==> src/hdl/tsbp_pkg.sv <==
// Package for the text six-bit packer: payload structs, mode codes, the
// command word that links front and back, and the six-bit symbol lookup.
// No dependencies.
`timescale 1ns / 1ps

package tsbp_pkg;

  localparam int unsigned CfgDataW     = 32;
  localparam int unsigned CfgAddrW     = 3;
  localparam int unsigned CmdFifoDepth = 4;
  localparam int unsigned MaxBytes     = 4;
  localparam int unsigned ByteCntW     = 3;

  // Mode register codes; the unused code behaves as the decimal mode
  localparam logic [1:0] MODE_PASS    = 2'd0;
  localparam logic [1:0] MODE_PACK    = 2'd1;
  localparam logic [1:0] MODE_DECIMAL = 2'd2;

  // Register index of the mode register (paddr[2])
  localparam logic REG_MODE = 1'b0;

  localparam logic [7:0] CHAR_NEWLINE = 8'h0A;
  localparam logic [7:0] CHAR_ZERO    = 8'h30;
  localparam logic [7:0] CHAR_NINE    = 8'h39;

  typedef struct packed {
    logic [7:0] in_byte;
    logic       in_last;
  } in_item_t;

  typedef struct packed {
    logic [7:0] out_byte;
    logic       out_run_end;
  } out_item_t;

  // One classified input: up to four bytes in emit order and their count
  typedef struct packed {
    logic [MaxBytes-1:0][7:0] bytes;
    logic [ByteCntW-1:0]      cnt;
  } cmd_t;

  typedef struct packed {
    logic full;
    logic empty;
  } fifo_stat_t;

  // Map a byte to its six-bit code; zero means no match
  function automatic logic [5:0] six_bit_code(input logic [7:0] b);
    logic [7:0] t;
    logic [5:0] code;
    t    = 8'd0;
    code = 6'd0;
    case (b) inside
      8'h21: code = 6'd1;
      8'h22: code = 6'd2;
      8'h26: code = 6'd3;
      8'h27: code = 6'd4;
      8'h28: code = 6'd5;
      8'h29: code = 6'd6;
      8'h2C: code = 6'd7;
      8'h2E: code = 6'd8;
      8'h3A: code = 6'd9;
      8'h3B: code = 6'd10;
      8'h3F: code = 6'd11;
      [8'h41:8'h5A]: begin
        t    = b - 8'd53;
        code = t[5:0];
      end
      [8'h61:8'h7A]: begin
        t    = b - 8'd59;
        code = t[5:0];
      end
      default: code = 6'd0;
    endcase
    return code;
  endfunction

endpackage

==> src/hdl/tsbp_front.sv <==
// Front end of the packer: accepts input bytes, keeps the packing and
// decimal state, and turns each byte into a command word. Uses tsbp_pkg.
`timescale 1ns / 1ps

module tsbp_front
  import tsbp_pkg::*;
(
  input  logic       clk_i,
  input  logic       rst_ni,
  input  logic [1:0] mode_i,
  input  logic       clear_i,
  input  in_item_t   in_item_i,
  input  logic       push_i,
  output logic       full_o,
  input  fifo_stat_t fifo_stat_i,
  output cmd_t       cmd_o,
  output logic       cmd_push_o
);

  logic [1:0]  phase_q, phase_d;
  logic [7:0]  partial_q, partial_d;
  logic [31:0] accum_q, accum_d;
  logic        accept;
  logic [5:0]  code;
  logic [7:0]  b;
  cmd_t        cmd;

  assign full_o = fifo_stat_i.full;
  assign accept = push_i && !fifo_stat_i.full;
  assign b      = in_item_i.in_byte;
  assign code   = six_bit_code(b);

  always_comb begin
    phase_d   = phase_q;
    partial_d = partial_q;
    accum_d   = accum_q;
    cmd.bytes = '0;
    cmd.cnt   = '0;
    case (mode_i)
      MODE_PASS: begin
        cmd.bytes[0] = b;
        cmd.cnt      = ByteCntW'(1);
      end
      MODE_PACK: begin
        if (code != 6'd0) begin
          case (phase_q)
            2'd0: partial_d = {code, 2'b00};
            2'd1: begin
              cmd.bytes[0] = partial_q | {6'b0, code[5:4]};
              cmd.cnt      = ByteCntW'(1);
              partial_d    = {code[3:0], 4'b0};
            end
            2'd2: begin
              cmd.bytes[0] = partial_q | {4'b0, code[5:2]};
              cmd.cnt      = ByteCntW'(1);
              partial_d    = {code[1:0], 6'b0};
            end
            default: begin
              cmd.bytes[0] = partial_q | {2'b0, code};
              cmd.cnt      = ByteCntW'(1);
              partial_d    = 8'd0;
            end
          endcase
          phase_d = phase_q + 2'd1;
        end
        // flush a nonzero partial byte at end of message
        if (in_item_i.in_last && partial_d != 8'd0) begin
          cmd.bytes[cmd.cnt[1:0]] = partial_d;
          cmd.cnt                 = cmd.cnt + ByteCntW'(1);
        end
      end
      default: begin
        if (b == CHAR_NEWLINE) begin
          cmd.bytes[0] = accum_q[31:24];
          cmd.bytes[1] = accum_q[23:16];
          cmd.bytes[2] = accum_q[15:8];
          cmd.bytes[3] = accum_q[7:0];
          cmd.cnt      = ByteCntW'(MaxBytes);
          accum_d      = 32'd0;
        end else if (b inside {[CHAR_ZERO:CHAR_NINE]}) begin
          accum_d = (accum_q << 3) + (accum_q << 1) + {28'd0, b[3:0]};
        end
      end
    endcase
    if (in_item_i.in_last) begin
      phase_d   = 2'd0;
      partial_d = 8'd0;
      accum_d   = 32'd0;
    end
  end

  assign cmd_o      = cmd;
  assign cmd_push_o = accept && (cmd.cnt != '0);

  always_ff @(posedge clk_i or negedge rst_ni) begin
    if (!rst_ni) begin
      phase_q   <= 2'd0;
      partial_q <= 8'd0;
      accum_q   <= 32'd0;
    end else if (clear_i) begin
      phase_q   <= 2'd0;
      partial_q <= 8'd0;
      accum_q   <= 32'd0;
    end else if (accept) begin
      phase_q   <= phase_d;
      partial_q <= partial_d;
      accum_q   <= accum_d;
    end
  end

endmodule

==> src/hdl/tsbp_cmd_fifo.sv <==
// Short command queue between the front and back of the packer.
// Uses tsbp_pkg for the command word and status struct.
`timescale 1ns / 1ps

module tsbp_cmd_fifo
  import tsbp_pkg::*;
#(
  parameter int unsigned Depth = CmdFifoDepth
) (
  input  logic       clk_i,
  input  logic       rst_ni,
  input  logic       wr_en_i,
  input  cmd_t       wr_data_i,
  input  logic       rd_en_i,
  output cmd_t       rd_data_o,
  output fifo_stat_t stat_o
);

  localparam int unsigned PtrW = (Depth > 1) ? $clog2(Depth) : 1;
  localparam int unsigned CntW = $clog2(Depth + 1);

  cmd_t            mem_q [Depth];
  logic [PtrW-1:0] wr_ptr_q, rd_ptr_q;
  logic [CntW-1:0] cnt_q;
  logic            wr, rd;

  assign stat_o.full  = (cnt_q == CntW'(Depth));
  assign stat_o.empty = (cnt_q == '0);
  assign wr           = wr_en_i && !stat_o.full;
  assign rd           = rd_en_i && !stat_o.empty;
  assign rd_data_o    = mem_q[rd_ptr_q];

  always_ff @(posedge clk_i) begin
    if (wr) begin
      mem_q[wr_ptr_q] <= wr_data_i;
    end
  end

  always_ff @(posedge clk_i or negedge rst_ni) begin
    if (!rst_ni) begin
      wr_ptr_q <= '0;
      rd_ptr_q <= '0;
      cnt_q    <= '0;
    end else begin
      if (wr) begin
        wr_ptr_q <= (wr_ptr_q == PtrW'(Depth - 1)) ? '0 : wr_ptr_q + PtrW'(1);
      end
      if (rd) begin
        rd_ptr_q <= (rd_ptr_q == PtrW'(Depth - 1)) ? '0 : rd_ptr_q + PtrW'(1);
      end
      if (wr && !rd) begin
        cnt_q <= cnt_q + CntW'(1);
      end else if (rd && !wr) begin
        cnt_q <= cnt_q - CntW'(1);
      end
    end
  end

  a_no_overflow : assert property (@(posedge clk_i) disable iff (!rst_ni)
    stat_o.full |-> !wr_en_i)
    else $error("command pushed into a full queue");

  a_no_underflow : assert property (@(posedge clk_i) disable iff (!rst_ni)
    rd_en_i |-> !stat_o.empty)
    else $error("command popped from an empty queue");

  a_cnt_bound : assert property (@(posedge clk_i) disable iff (!rst_ni)
    cnt_q <= CntW'(Depth))
    else $error("queue count beyond depth");

  a_head_nonzero : assert property (@(posedge clk_i) disable iff (!rst_ni)
    !stat_o.empty |-> (rd_data_o.cnt != '0))
    else $error("empty command stored in queue");

endmodule

==> src/hdl/tsbp_back.sv <==
// Back end of the packer: walks the head command one byte a cycle into
// the output register while it is empty or popped. Uses tsbp_pkg.
`timescale 1ns / 1ps

module tsbp_back
  import tsbp_pkg::*;
(
  input  logic       clk_i,
  input  logic       rst_ni,
  input  cmd_t       head_i,
  input  fifo_stat_t fifo_stat_i,
  output logic       rd_en_o,
  output out_item_t  out_item_o,
  output logic       empty_o,
  input  logic       pop_i
);

  localparam int unsigned IdxW = $clog2(MaxBytes);

  logic [IdxW-1:0] idx_q, idx_d;
  logic            valid_q, valid_d;
  out_item_t       out_q, out_d;
  logic            load, take, last_byte;

  assign load      = !valid_q || pop_i;
  assign take      = load && !fifo_stat_i.empty;
  assign last_byte = ({1'b0, idx_q} + ByteCntW'(1)) == head_i.cnt;
  assign rd_en_o   = take && last_byte;

  always_comb begin
    idx_d   = idx_q;
    valid_d = valid_q;
    out_d   = out_q;
    if (load) begin
      valid_d = take;
    end
    if (take) begin
      out_d.out_byte    = head_i.bytes[idx_q];
      out_d.out_run_end = last_byte;
      idx_d             = last_byte ? '0 : idx_q + IdxW'(1);
    end
  end

  always_ff @(posedge clk_i) begin
    out_q <= out_d;
  end

  always_ff @(posedge clk_i or negedge rst_ni) begin
    if (!rst_ni) begin
      idx_q   <= '0;
      valid_q <= 1'b0;
    end else begin
      idx_q   <= idx_d;
      valid_q <= valid_d;
    end
  end

  assign out_item_o = out_q;
  assign empty_o    = !valid_q;

endmodule

==> src/hdl/text_six_bit_packer_top.sv <==
// Top level of the text six-bit packer: mode register on the APB port,
// front end, command queue and back end. Uses tsbp_pkg and all submodules.
`timescale 1ns / 1ps

// Channel  | Direction | Handshake         | Payload
// ---------+-----------+-------------------+------------------------------
// config   | in/out    | psel/penable/     | paddr, pwdata, prdata
//          |           | pwrite, pready=1  | (mode at byte address 0)
// input    | in        | push, full        | in_item_i {in_byte, in_last}
// result   | out       | pop, empty        | out_item_o {out_byte,
//          |           |                   |   out_run_end}
//
// One input byte is accepted per cycle while the command queue has room; a byte
// that yields output queues one command of one to four result bytes.
// The back end drains one result byte per cycle while the receiver pops; a
// decimal newline gives four. Results pass the queue, then the output register.
// Reset clears the mode (pass through) and all state; a mode write clears state.
// A stalled output holds its item and backs up the queue, then full rises.

module text_six_bit_packer_top
  import tsbp_pkg::*;
#(
  parameter int unsigned CmdDepth = CmdFifoDepth
) (
  input  logic                clk_i,
  input  logic                rst_ni,
  // configuration
  input  logic                psel,
  input  logic                penable,
  input  logic                pwrite,
  input  logic [CfgAddrW-1:0] paddr,
  input  logic [CfgDataW-1:0] pwdata,
  output logic [CfgDataW-1:0] prdata,
  output logic                pready,
  // input items
  input  in_item_t            in_item_i,
  input  logic                push,
  output logic                full,
  // result items
  output out_item_t           out_item_o,
  output logic                empty,
  input  logic                pop
);

  logic [1:0] mode_q;
  logic       mode_wr;
  cmd_t       cmd_in, cmd_head;
  logic       cmd_push, cmd_pop;
  fifo_stat_t fifo_stat;

  // mode register; address bit 2 selects the register
  assign pready  = 1'b1;
  assign mode_wr = psel && penable && pwrite && pready && (paddr[2] == REG_MODE);
  assign prdata  = (paddr[2] == REG_MODE) ? {{(CfgDataW - 2){1'b0}}, mode_q} : '0;

  always_ff @(posedge clk_i or negedge rst_ni) begin
    if (!rst_ni) begin
      mode_q <= MODE_PASS;
    end else if (mode_wr) begin
      mode_q <= pwdata[1:0];
    end
  end

  // classify and update state per byte
  tsbp_front u_front (
    .clk_i       (clk_i),
    .rst_ni      (rst_ni),
    .mode_i      (mode_q),
    .clear_i     (mode_wr),
    .in_item_i   (in_item_i),
    .push_i      (push),
    .full_o      (full),
    .fifo_stat_i (fifo_stat),
    .cmd_o       (cmd_in),
    .cmd_push_o  (cmd_push)
  );

  // hold commands between front and back
  tsbp_cmd_fifo #(
    .Depth (CmdDepth)
  ) u_cmd_fifo (
    .clk_i     (clk_i),
    .rst_ni    (rst_ni),
    .wr_en_i   (cmd_push),
    .wr_data_i (cmd_in),
    .rd_en_i   (cmd_pop),
    .rd_data_o (cmd_head),
    .stat_o    (fifo_stat)
  );

  // advance through command bytes into the output register
  tsbp_back u_back (
    .clk_i       (clk_i),
    .rst_ni      (rst_ni),
    .head_i      (cmd_head),
    .fifo_stat_i (fifo_stat),
    .rd_en_o     (cmd_pop),
    .out_item_o  (out_item_o),
    .empty_o     (empty),
    .pop_i       (pop)
  );

endmodule

==> config.mk <==
export PLATFORM = sky130hd
export DESIGN_NAME = text_six_bit_packer_top
export DESIGN_NICKNAME = d
export VERILOG_FILES = /design/src/hdl/tsbp_pkg.sv /design/src/hdl/tsbp_front.sv /design/src/hdl/tsbp_cmd_fifo.sv /design/src/hdl/tsbp_back.sv /design/src/hdl/text_six_bit_packer_top.sv
export SDC_FILE = /design/constraint.sdc
export NUM_CORES = 1
export LEC_CHECK = 0
export ABC_CLOCK_PERIOD_IN_PS = 12500
export BUFFER_PORTS_ARGS = -buffer_cell sky130_fd_sc_hd__clkbuf_2
export CORE_MARGIN = 2
export CORE_UTILIZATION = 60
export DETAILED_ROUTE_END_ITERATION = 8
export HOLD_SLACK_MARGIN = 0.02
export PLACE_DENSITY_LB_ADDON = 0.15
export SYNTH_ARGS = -nofsm -noshare
export SYNTH_HDL_FRONTEND = slang
export SYNTH_HIERARCHICAL = 1
export SYNTH_SLANG_ARGS = --single-unit
==> constraint.sdc <==
create_clock -name clk_i -period 12.5 [get_ports clk_i]
set_clock_uncertainty 0.05 [all_clocks]
set_input_delay 1.25 -clock clk_i [delete_from_list [all_inputs] [get_ports clk_i]]
set_output_delay 1.25 -clock clk_i [all_outputs]
set_load 0.01 [all_outputs]
==> run_results.csv, run 1 <==
group,metric,value,unit
setup_path,cpPeakStageDelay,0.47,ns
power,p_leak,0.005187,µW
routing,wire_per_inst,21.39,µm
routing,drt_iter0_markers,666,
final_layout,final_util,65.75,%
setup_path,crit_start,"in_item_i[1]",
logic_synthesis,synth_ff_type,"edfxtp_1",
setup_path,critical_path.max_fanout,10,
logic_synthesis,synth_warnings,6,
final_layout,fin_cells,1215,
routing,dr_total_vias,7620,
place,place_congestion,0.8946,
global_routing,grt_pass1_vias,7578,
die,rows,51,
final_layout,n_antenna_cell,0,
sta,rsz0062_at_grt,"no",
setup_path,worstPathRequired,12.87,ns
routing,ant_nets,0,
setup_path,crit_slowest_cell,"a222oi_1",
setup_path,r2r-end,"u_front/accum_q[30]",
clock_network,clk_latency,0.50,ns
clock_network,clock_path_buffers,3,
logic_synthesis,synth_area_per_cell,12.91,µm²
die,start_util,60.64,%
power,power,2680,µW
setup_path,crit_chain,"clkbuf_2 > inv_1 > ha_1 > nand2b_1 > a21oi_2 > o22ai_1 > a31oi_1 > nor2_1 > a222oi_1 > a21o_1 > a21o_1 > inv_2 > ha_1 > inv_1 > a21oi_1 > o311a_1 > nor2b_4 > ha_1 > inv_1 > fa_1 > xor2_1 > nor2_1 > xor2_1",
global_routing,globalRouteOverflowTotal,0,
setup_path,arrival,6.42,ns
die,core_area,19330,µm²
place,io_buffer_count,31,
sta,fmax,165.3,MHz
setup_path,critical_path.endpoint_type,"flop",
logic_synthesis,synth.largest_area_cell,"edfxtp_1",
sta,setup_tns,0,ns
routing,drt_wl_total,25.99,mm
die,die_w,143.8,µm
clock_network,cts_resized,0,
logic_synthesis,syn_area,11720,µm²
sta,hold_ws,0.4519,ns
final_layout,final_nets,1064,
clock_network,cts-root-buf,"clkbuf_16",
logic_synthesis,synth.top_cell.area_share,38.16,%
setup_path,critPathLaunchType,"input pin",
setup_path,reg2reg_depth,12,
final_layout,drive_above_1_share,17.16,%
clock_network,clk_pin_slew,0.06,ns
final_layout,syn2layout_area_growth,8.420,%
power,power_density,210.9,nW/µm²
sta,slew_headroom,26.32,%
clock_network,cts_tree,"yes",
global_routing,grt_max_degree,55,
place,placed_cells,1176,
sta,finalMaxSlewViolations,0,
clock_network,postCtsSetupBuffers,0,
setup_path,crit_buf_inv,5,
setup_path,cp.depth,23,
sta,post-route-period-util,48.41,%
logic_synthesis,ys_seq_elements,203,
clock_network,hold_buffers,0,
setup_path,crit_family,"compound AO/OA/AOI/OAI gates",
logic_synthesis,yosysSeqAreaShare,49.69,%
job,maxCapViolations,0,
die,fp.dieH,143.8,µm
run_status,status,"completed",
power,vdd_drop_max,0.0001003,V
logic_synthesis,synth.area.top_cells,"edfxtp_1 38%, dfrtp_1 12%, ha_1 8.0%, mux4_2 7.5%, buf_4 2.2%",
global_routing,grt_pass1_wl,41.15,mm
routing,firstDrtPassIters,7,
clock_network,cts_made_buffers,22,
worst_hold_path,hold_class,"reg2reg",
setup_path,crit_end,"u_cmd_fifo/cnt_q[2]",
clock_network,cts.htree.levels,1,
global_routing,grt_usage,25.90,%
logic_synthesis,synth_edf_count,149,
setup_path,rrSetupSlack,8.04,ns
logic_synthesis,async_reset_ff_share,26.60,%
routing,detail_route.vias_per_cell,6.272,
sta,worst_pin_slew,1.101,ns
logic_synthesis,yosysUniqueCellTypes,95,
clock_network,cts.sinks,203,
logic_synthesis,syn-instance-count,908,
sta,setup_viol,0,
die,io_pins,95,
place,dp_hpwl,17.61,mm
global_routing,antenna_found_initial,0,
setup_path,reg2reg_from,"u_front/accum_q[0]",
die,dieArea,20680,µm²
setup_path,critPathKind,"in2reg",
final_layout,final.fill_count,1425,
routing,drc,0,
sta,hold_viol,0,
sta,period_minus_slack,6.051,ns
## tightest hold or removal path, stage by stage (launching register included)
cell     delay, ns
dfrtp_1       0.35
nand2_1       0.05
o31ai_1       0.06
## power by group
part | internal [µW] | leakage [µW] | switching (µW)
clock network | 430 | 0.000383 | 268
logic | 434 | 0.00269 | 535
registers | 879 | 0.00211 | 134
## worst min-delay path by stage
stage                         from             endpoint  slack [ns]  cells after the start
2_1_floorplan  u_front/accum_q[31]  u_front/accum_q[31]        0.40                      2
3_3_place_gp   u_front/accum_q[31]  u_front/accum_q[31]        0.43                      2
3_5_place_dp   u_front/accum_q[31]  u_front/accum_q[31]        0.44                      2
4_1_cts        u_front/accum_q[31]  u_front/accum_q[31]        0.45                      2
5_1_grt        u_front/accum_q[31]  u_front/accum_q[31]        0.48                      2
6_report       u_front/accum_q[31]  u_front/accum_q[31]        0.45                      2
## logic make-up after synthesis
logic type	after synthesis	share of synthesized area (%)
XOR/XNOR	29	2.166
buffers and inverters	99	5.186
multiplexers	55	9.625
AND/OR/NAND/NOR	209	10.03
flip-flops	203	49.69
other	2	0.06405
adder cells (fa/ha/maj)	78	8.516
AO/OA/AOI/OAI	233	14.73
## cells in the mapped netlist (4+ instances only)
cell,n
mux2i_1,4
nand2b_1,18
xnor2_1,15
a22o_1,10
o21a_1,6
a31oi_1,12
o21ai_1,23
nor2_1,33
o31a_1,4
buf_6,6
and3_1,6
nor3_1,10
a211oi_1,5
mux4_1,4
a21oi_1,32
a211o_1,7
nand3_1,9
mux2_4,4
edfxtp_1,149
o21ai_0,32
a21o_1,28
xor2_1,14
clkbuf_1,13
nor4_1,5
buf_4,35
buf_2,9
nand2_1,65
o211ai_1,10
ha_1,75
and2_1,37
inv_1,30
o31ai_1,9
dfrtp_1,54
mux4_2,39
## through the flow
| step | worst slack, ns | cell area (µm²) |
|---|---|---|
| after floorplan | 6.332 | 11830 |
| final | 6.449 | 12710 |
| after global routing | 6.022 | 12710 |
| after detailed placement | 5.985 | 11930 |
| after global placement | 6.124 | 11930 |
| after CTS | 6.500 | 12710 |
## state kept, by name (all words and copies together), names as in the netlist
name,flops
mode_q,2
u_back/idx_q,2
u_back/out_item_o,9
u_back/valid_q,1
u_cmd_fifo/cnt_q,3
u_cmd_fifo/mem_q,140
u_cmd_fifo/rd_ptr_q,2
u_cmd_fifo/wr_ptr_q,2
u_front/accum_q,32
u_front/partial_q,8
u_front/phase_q,2
## layer usage
| layer | GRT usage [%] | wire length, µm | up-vias |
|---|---|---|---|
| li1 | - | - | 3496 |
| met1 | 36.46 | 11120 | 3805 |
| met2 | 43.71 | 12820 | 274 |
| met3 | 2.599 | 1545 | 45 |
| met4 | 6.450 | 504 | 0 |
| met5 | 0 | 0 | - |
## cell usage in the layout, fill, tap and decap left out, types with 31 or more instances in the layout
master,instances
conb_1,31
ha_1,75
dfrtp_1,53
a21oi_1,32
o21ai_0,32
edfxtp_1,149
nor2_1,32
mux4_2,39
nand2_1,65
and2_1,37
clkbuf_2,31
## final cells by class
class | instances | area (µm²) | area share (%)
Clock buffer | 24 | 558.0 | 4.390
Clock inverter | 15 | 226.5 | 1.781
Inverter | 32 | 120.1 | 0.9449
Multi-Input combinational cell | 635 | 5419 | 42.63
Sequential cell | 203 | 5827 | 45.84
Tap cell | 265 | 331.6 | 2.608
Timing Repair Buffer | 41 | 230.2 | 1.811
Power figures use the tool's default switching activity.
==> inputs of run 2 (changes only) <==
- ABC_CLOCK_PERIOD_IN_PS: 12500 -> 5900
- clock period: 12.5 -> 5.9 ns (I/O delays scaled with it)
==> run 2 against run 1 <==
Compared with the run above: total power increased by 110%; non-clock buffer count up 3; clock power increased by 100%; highest routed layer unchanged; die area unchanged; first-iteration DRC count is 11% lower.
==> run_results.csv, run 2 (synthesized netlist as in run 1, its figures left out) <==
group,metric,value,unit
run_status,status,"completed",
sta,finalMaxSlewViolations,0,
global_routing,grt_usage,26.16,%
die,core_area,19330,µm²
routing,drc,0,
sta,hold_viol,0,
global_routing,grt_pass1_vias,7641,
setup_path,critical_path.endpoint_type,"flop",
die,fp.dieH,143.8,µm
clock_network,postCtsSetupBuffers,0,
job,maxCapViolations,0,
place,place_congestion,0.8553,
sta,post-route-period-util,88.69,%
clock_network,cts_resized,0,
clock_network,clock_path_buffers,3,
routing,drt_wl_total,26.35,mm
clock_network,clk_pin_slew,0.06,ns
clock_network,cts.sinks,203,
power,power_density,443.5,nW/µm²
routing,dr_total_vias,7716,
sta,rsz0062_at_grt,"no",
place,dp_hpwl,18.06,mm
clock_network,cts.htree.levels,1,
sta,hold_ws,0.1667,ns
final_layout,top_register,"u_cmd_fifo/mem_q",
final_layout,layout_commonest_cell,"edfxtp_1",
place,pre_cts_ws,0.2288,ns
setup_path,crit_family,"compound AO/OA/AOI/OAI gates",
setup_path,arrival,5.61,ns
routing,ant_nets,0,
place,io_buffer_count,31,
die,rows,51,
power,p_leak,0.005203,µW
sta,setup_tns,0,ns
die,io_pins,95,
clock_network,cts-root-buf,"clkbuf_16",
final_layout,layout_common_cells,"149 x edfxtp_1, 75 x ha_1, 65 x nand2_1, 53 x dfrtp_1, 39 x mux4_2",
global_routing,grt_pass1_wl,41.58,mm
worst_hold_path,hold_class,"in2async",
clock_network,hold_buffers,0,
die,start_util,60.64,%
setup_path,crit_chain,"clkbuf_2 > inv_1 > ha_1 > nand2b_1 > a21oi_2 > o22ai_1 > a31oi_1 > a2bb2o_4 > o221a_1 > nor2_4 > a21o_1 > inv_2 > ha_1 > inv_1 > a21oi_1 > o311a_1 > nor2b_4 > ha_1 > inv_1 > fa_1 > xor2_1 > nor2_1 > xor2_1",
setup_path,critical_path.max_fanout,10,
sta,slew_headroom,23.18,%
routing,drt_iter0_markers,590,
setup_path,cpPeakStageDelay,0.37,ns
routing,wire_per_inst,21.56,µm
sta,setup_viol,0,
clock_network,cts_made_buffers,23,
sta,worst_pin_slew,1.148,ns
sta,timing.final.ws_setup,0.6674,ns
setup_path,worstPathRequired,6.28,ns
global_routing,globalRouteOverflowTotal,0,
final_layout,final_nets,1068,
final_layout,largest_register_ffs,140,
global_routing,grt_max_degree,55,
setup_path,crit_buf_inv,5,
routing,firstDrtPassIters,6,
sta,period_minus_slack,5.233,ns
clock_network,cts_tree,"yes",
routing,detail_route.vias_per_cell,6.314,
die,dieArea,20680,µm²
sta,fmax,191.1,MHz
setup_path,critPathKind,"in2reg",
setup_path,crit_slowest_cell,"ha_1",
power,vdd_drop_max,0.0002132,V
global_routing,antenna_found_initial,1,
die,die_w,143.8,µm
setup_path,critPathLaunchType,"input pin",
final_layout,syn2layout_area_growth,8.954,%
clock_network,clk_latency,0.52,ns
final_layout,drive_above_1_share,17.36,%
-- run 2: changes by cell type in the layout (fill, tap and decap cells not counted), sizes merged --
| cell | change |
|---|---|
| clkbuf | +8 |
| buf | +3 |
| bufinv | -3 |
| clkinv | -3 |
| clkinvlp | +1 |
| diode | +1 |
-- run 2: path summary, 6_finish.rpt --
| kind | depth (start not counted) | slack [ns] | end | from |
|---|---|---|---|---|
| max in group asynchronous | 2 | 5.12 | u_front/accum_q[12] | rst_ni |
| worst max-delay path | 23 | 0.67 | u_cmd_fifo/cnt_q[2] | in_item_i[1] |
| worst min register to register | 2 | 0.46 | u_front/accum_q[31] | u_front/accum_q[31] |
| worst max register to register | 12 | 1.51 | u_front/accum_q[30] | u_front/accum_q[2] |
| min in group clk_i | 2 | 0.23 | u_back/valid_q | pop |
| worst min-delay path | 2 | 0.17 | u_cmd_fifo/cnt_q[2] | rst_ni |
-- run 2: layout make-up --
class                      count  area, µm²
clock inverter                10      122.6
fill                        1401       6560
multi-input combinational    635       5419
timing repair buffer          44      302.8
clock buffer                  32      649.4
inverter                      32      120.1
antenna                        1      2.502
tap                          265      331.6
sequential                   203       5827
-- run 2: routing by layer --
layer / global-route usage (%) / vias up / share of wire, %
li1: - / 3508 / -
met1: 36.36 / 3853 / 43
met2: 43.38 / 302 / 48
met3: 4.232 / 53 / 6.2
met4: 6.605 / 0 / 2.2
met5: 0 / - / 0
-- run 2: stage by stage --
| stage | utilization [%] | cell area [µm²] | power, µW | cells |
|---|---|---|---|---|
| after floorplan | - | 11830 | 3727 | 937 |
| after global placement | 62.07 | 12000 | 4140 | 1179 |
| after detailed placement | 62.07 | 12000 | 4248 | 1179 |
| after CTS | 66.06 | 12770 | 5693 | 1221 |
| after global routing | 66.06 | 12770 | 5999 | 1221 |
| final | 66.07 | 12770 | 5666 | 1222 |
-- run 2: power by group --
part | switching, µW | internal [µW] | total, µW | leakage, µW
Clock | 571 | 863 | 1430 | 0.000374
Combinational | 1140 | 937 | 2070 | 0.00272
Sequential | 295 | 1860 | 2160 | 0.00211
Total | 2000 | 3660 | 5670 | 0.00520
==> inputs of run 3 (changes only) <==
- CORE_UTILIZATION: 60 -> 61
==> run 3 against run 2 <==
Compared with the run above: global-route usage up 0.086 points; fmax up 3.5%; sequential power about the same; final area decreased by 1.1%; via count decreased by 1.8%; sequential cell count is the same; clock power shrank 13%; register-to-register slack improved by 0.10 ns.
==> run_results.csv, run 3 (synthesized netlist as in run 1, its figures left out) <==
group,metric,value,unit
run_status,status,"completed",
power,vdd_drop_max,0.0002565,V
routing,ant_nets,0,
die,rows,50,
die,io_pins,95,
die,die_w,142.6,µm
global_routing,grt_max_degree,55,
setup_path,critPathLaunchType,"input pin",
setup_path,critical_path.endpoint_type,"flop",
global_routing,antenna_found_initial,0,
global_routing,grt_usage,26.25,%
routing,drt_wl_total,25.61,mm
place,io_buffer_count,31,
die,core_area,18770,µm²
global_routing,globalRouteOverflowTotal,0,
final_layout,syn2layout_area_growth,7.705,%
job,maxCapViolations,0,
power,net-switching-power,1955,µW
sta,fmax,197.8,MHz
routing,drc,0,
final_layout,largest_register_ffs,140,
power,pwr-share-seq,39.8,%
power,power_density,433.3,nW/µm²
final_layout,final_nets,1068,
power,p_comb_share,37.3,%
final_layout,layout_common_cells,"149 x edfxtp_1, 75 x ha_1, 65 x nand2_1, 53 x dfrtp_1, 39 x mux4_2",
clock_network,cts_resized,0,
sta,hold_viol,0,
final_layout,n_antenna_cell,0,
final_layout,final_util,67.29,%
clock_network,cts_tree,"yes",
sta,hold_ws,0.1644,ns
global_routing,grt_pass1_wl,41.28,mm
routing,dr_total_vias,7574,
die,fp.dieH,142.6,µm
sta,post-route-period-util,85.70,%
clock_network,cts_made_buffers,21,
routing,wire_per_inst,21.55,µm
routing,firstDrtPassIters,6,
sta,finalMaxSlewViolations,0,
die,dieArea,20350,µm²
final_layout,top_register,"u_cmd_fifo/mem_q",
worst_hold_path,hold_class,"in2async",
clock_network,clock_path_buffers,3,
sta,setup_tns,0,ns
final_layout,drive_above_1_share,16.98,%
clock_network,cts.htree.levels,1,
sta,period_minus_slack,5.056,ns
clock_network,postCtsSetupBuffers,0,
power,p_leak,0.005155,µW
power,clock_power_share,22.9,%
clock_network,clk_pin_slew,0.06,ns
global_routing,grt_pass1_vias,7573,
clock_network,cts.sinks,203,
die,start_util,62.47,%
final_layout,layout_commonest_cell,"edfxtp_1",
routing,drt_iter0_markers,566,
sta,rsz0062_at_grt,"no",
place,dp_hpwl,17.85,mm
routing,detail_route.vias_per_cell,6.375,
place,place_congestion,0.8655,
sta,worst_pin_slew,0.9747,ns
power,power,5471,µW
place,pre_cts_ws,0.3532,ns
setup_path,worstPathRequired,6.27,ns
clock_network,cts-root-buf,"clkbuf_16",
power,power.internal,3517,µW
setup_path,arrival,5.42,ns
power,swShare,35.73,%
clock_network,hold_buffers,0,
clock_network,clk_latency,0.50,ns
sta,timing.final.ws_setup,0.8438,ns
sta,setup_viol,0,
sta,slew_headroom,34.78,%
setup_path,critical_path.max_fanout,10,
setup_path,critPathKind,"in2reg",
run 3: path summary, 6_finish.rpt:
kind | startpoint | endpoint | slack [ns] | depth (start not counted)
worst min register to register | u_front/accum_q[31] | u_front/accum_q[31] | 0.44 | 2
max in group asynchronous | rst_ni | u_front/accum_q[13] | 5.10 | 2
worst min-delay path | rst_ni | u_cmd_fifo/cnt_q[1] | 0.16 | 2
min in group clk_i | pop | u_back/valid_q | 0.24 | 2
worst max register to register | u_front/accum_q[0] | u_front/accum_q[30] | 1.61 | 12
worst max-delay path | in_item_i[2] | u_cmd_fifo/cnt_q[2] | 0.84 | 22
run 3: final cells by class:
| type | count | area, µm² |
|---|---|---|
| Multi-Input combinational cell | 635 | 5419 |
| Clock inverter | 10 | 90.09 |
| Timing Repair Buffer | 46 | 317.8 |
| Sequential cell | 203 | 5827 |
| Tap cell | 234 | 292.8 |
| Fill cell | 1362 | 6140 |
| Clock buffer | 28 | 561.8 |
| Inverter | 32 | 120.1 |
run 3: routing by layer:
metal	routed length [µm]	vias to the layer above	global-route usage (%)
li1	-	3501	-
met1	10900	3757	36.41
met2	12580	272	43.70
met3	1599	44	4.024
met4	525	0	7.191
met5	0	-	0
run 3: power by group through the flow:
stage / registers (µW) / logic, µW / clock network [µW]
CTS: 2180 / 2050 / 1270
floorplan: 2050 / 1680 / 0
finish: 2180 / 2040 / 1250
global route: 2220 / 2250 / 1330
global placement: 2190 / 1950 / 0
detailed placement: 2210 / 2030 / 0
run 3: through the flow:
step / cell area (µm²) / instances
after detailed placement: 11980 / 1150
after CTS: 12630 / 1188
final: 12630 / 1188
after floorplan: 11830 / 937
after global routing: 12630 / 1188
after global placement: 11980 / 1150
run 3: critical path, cell delays in order:
cell and delay [ns]:
clkbuf_2 0.21, ha_1 0.38, nand2b_1 0.21, a21oi_2 0.28, o22ai_1 0.13, a31oi_1 0.32
a2bb2o_4 0.31, o221a_1 0.29, nor2_4 0.24, a21o_1 0.22, inv_2 0.05, ha_1 0.27
inv_1 0.03, a21oi_1 0.30, o311a_1 0.26, nor2b_4 0.24, ha_1 0.21, inv_1 0.06
fa_1 0.37, xor2_1 0.15, nor2_1 0.11, xor2_1 0.18
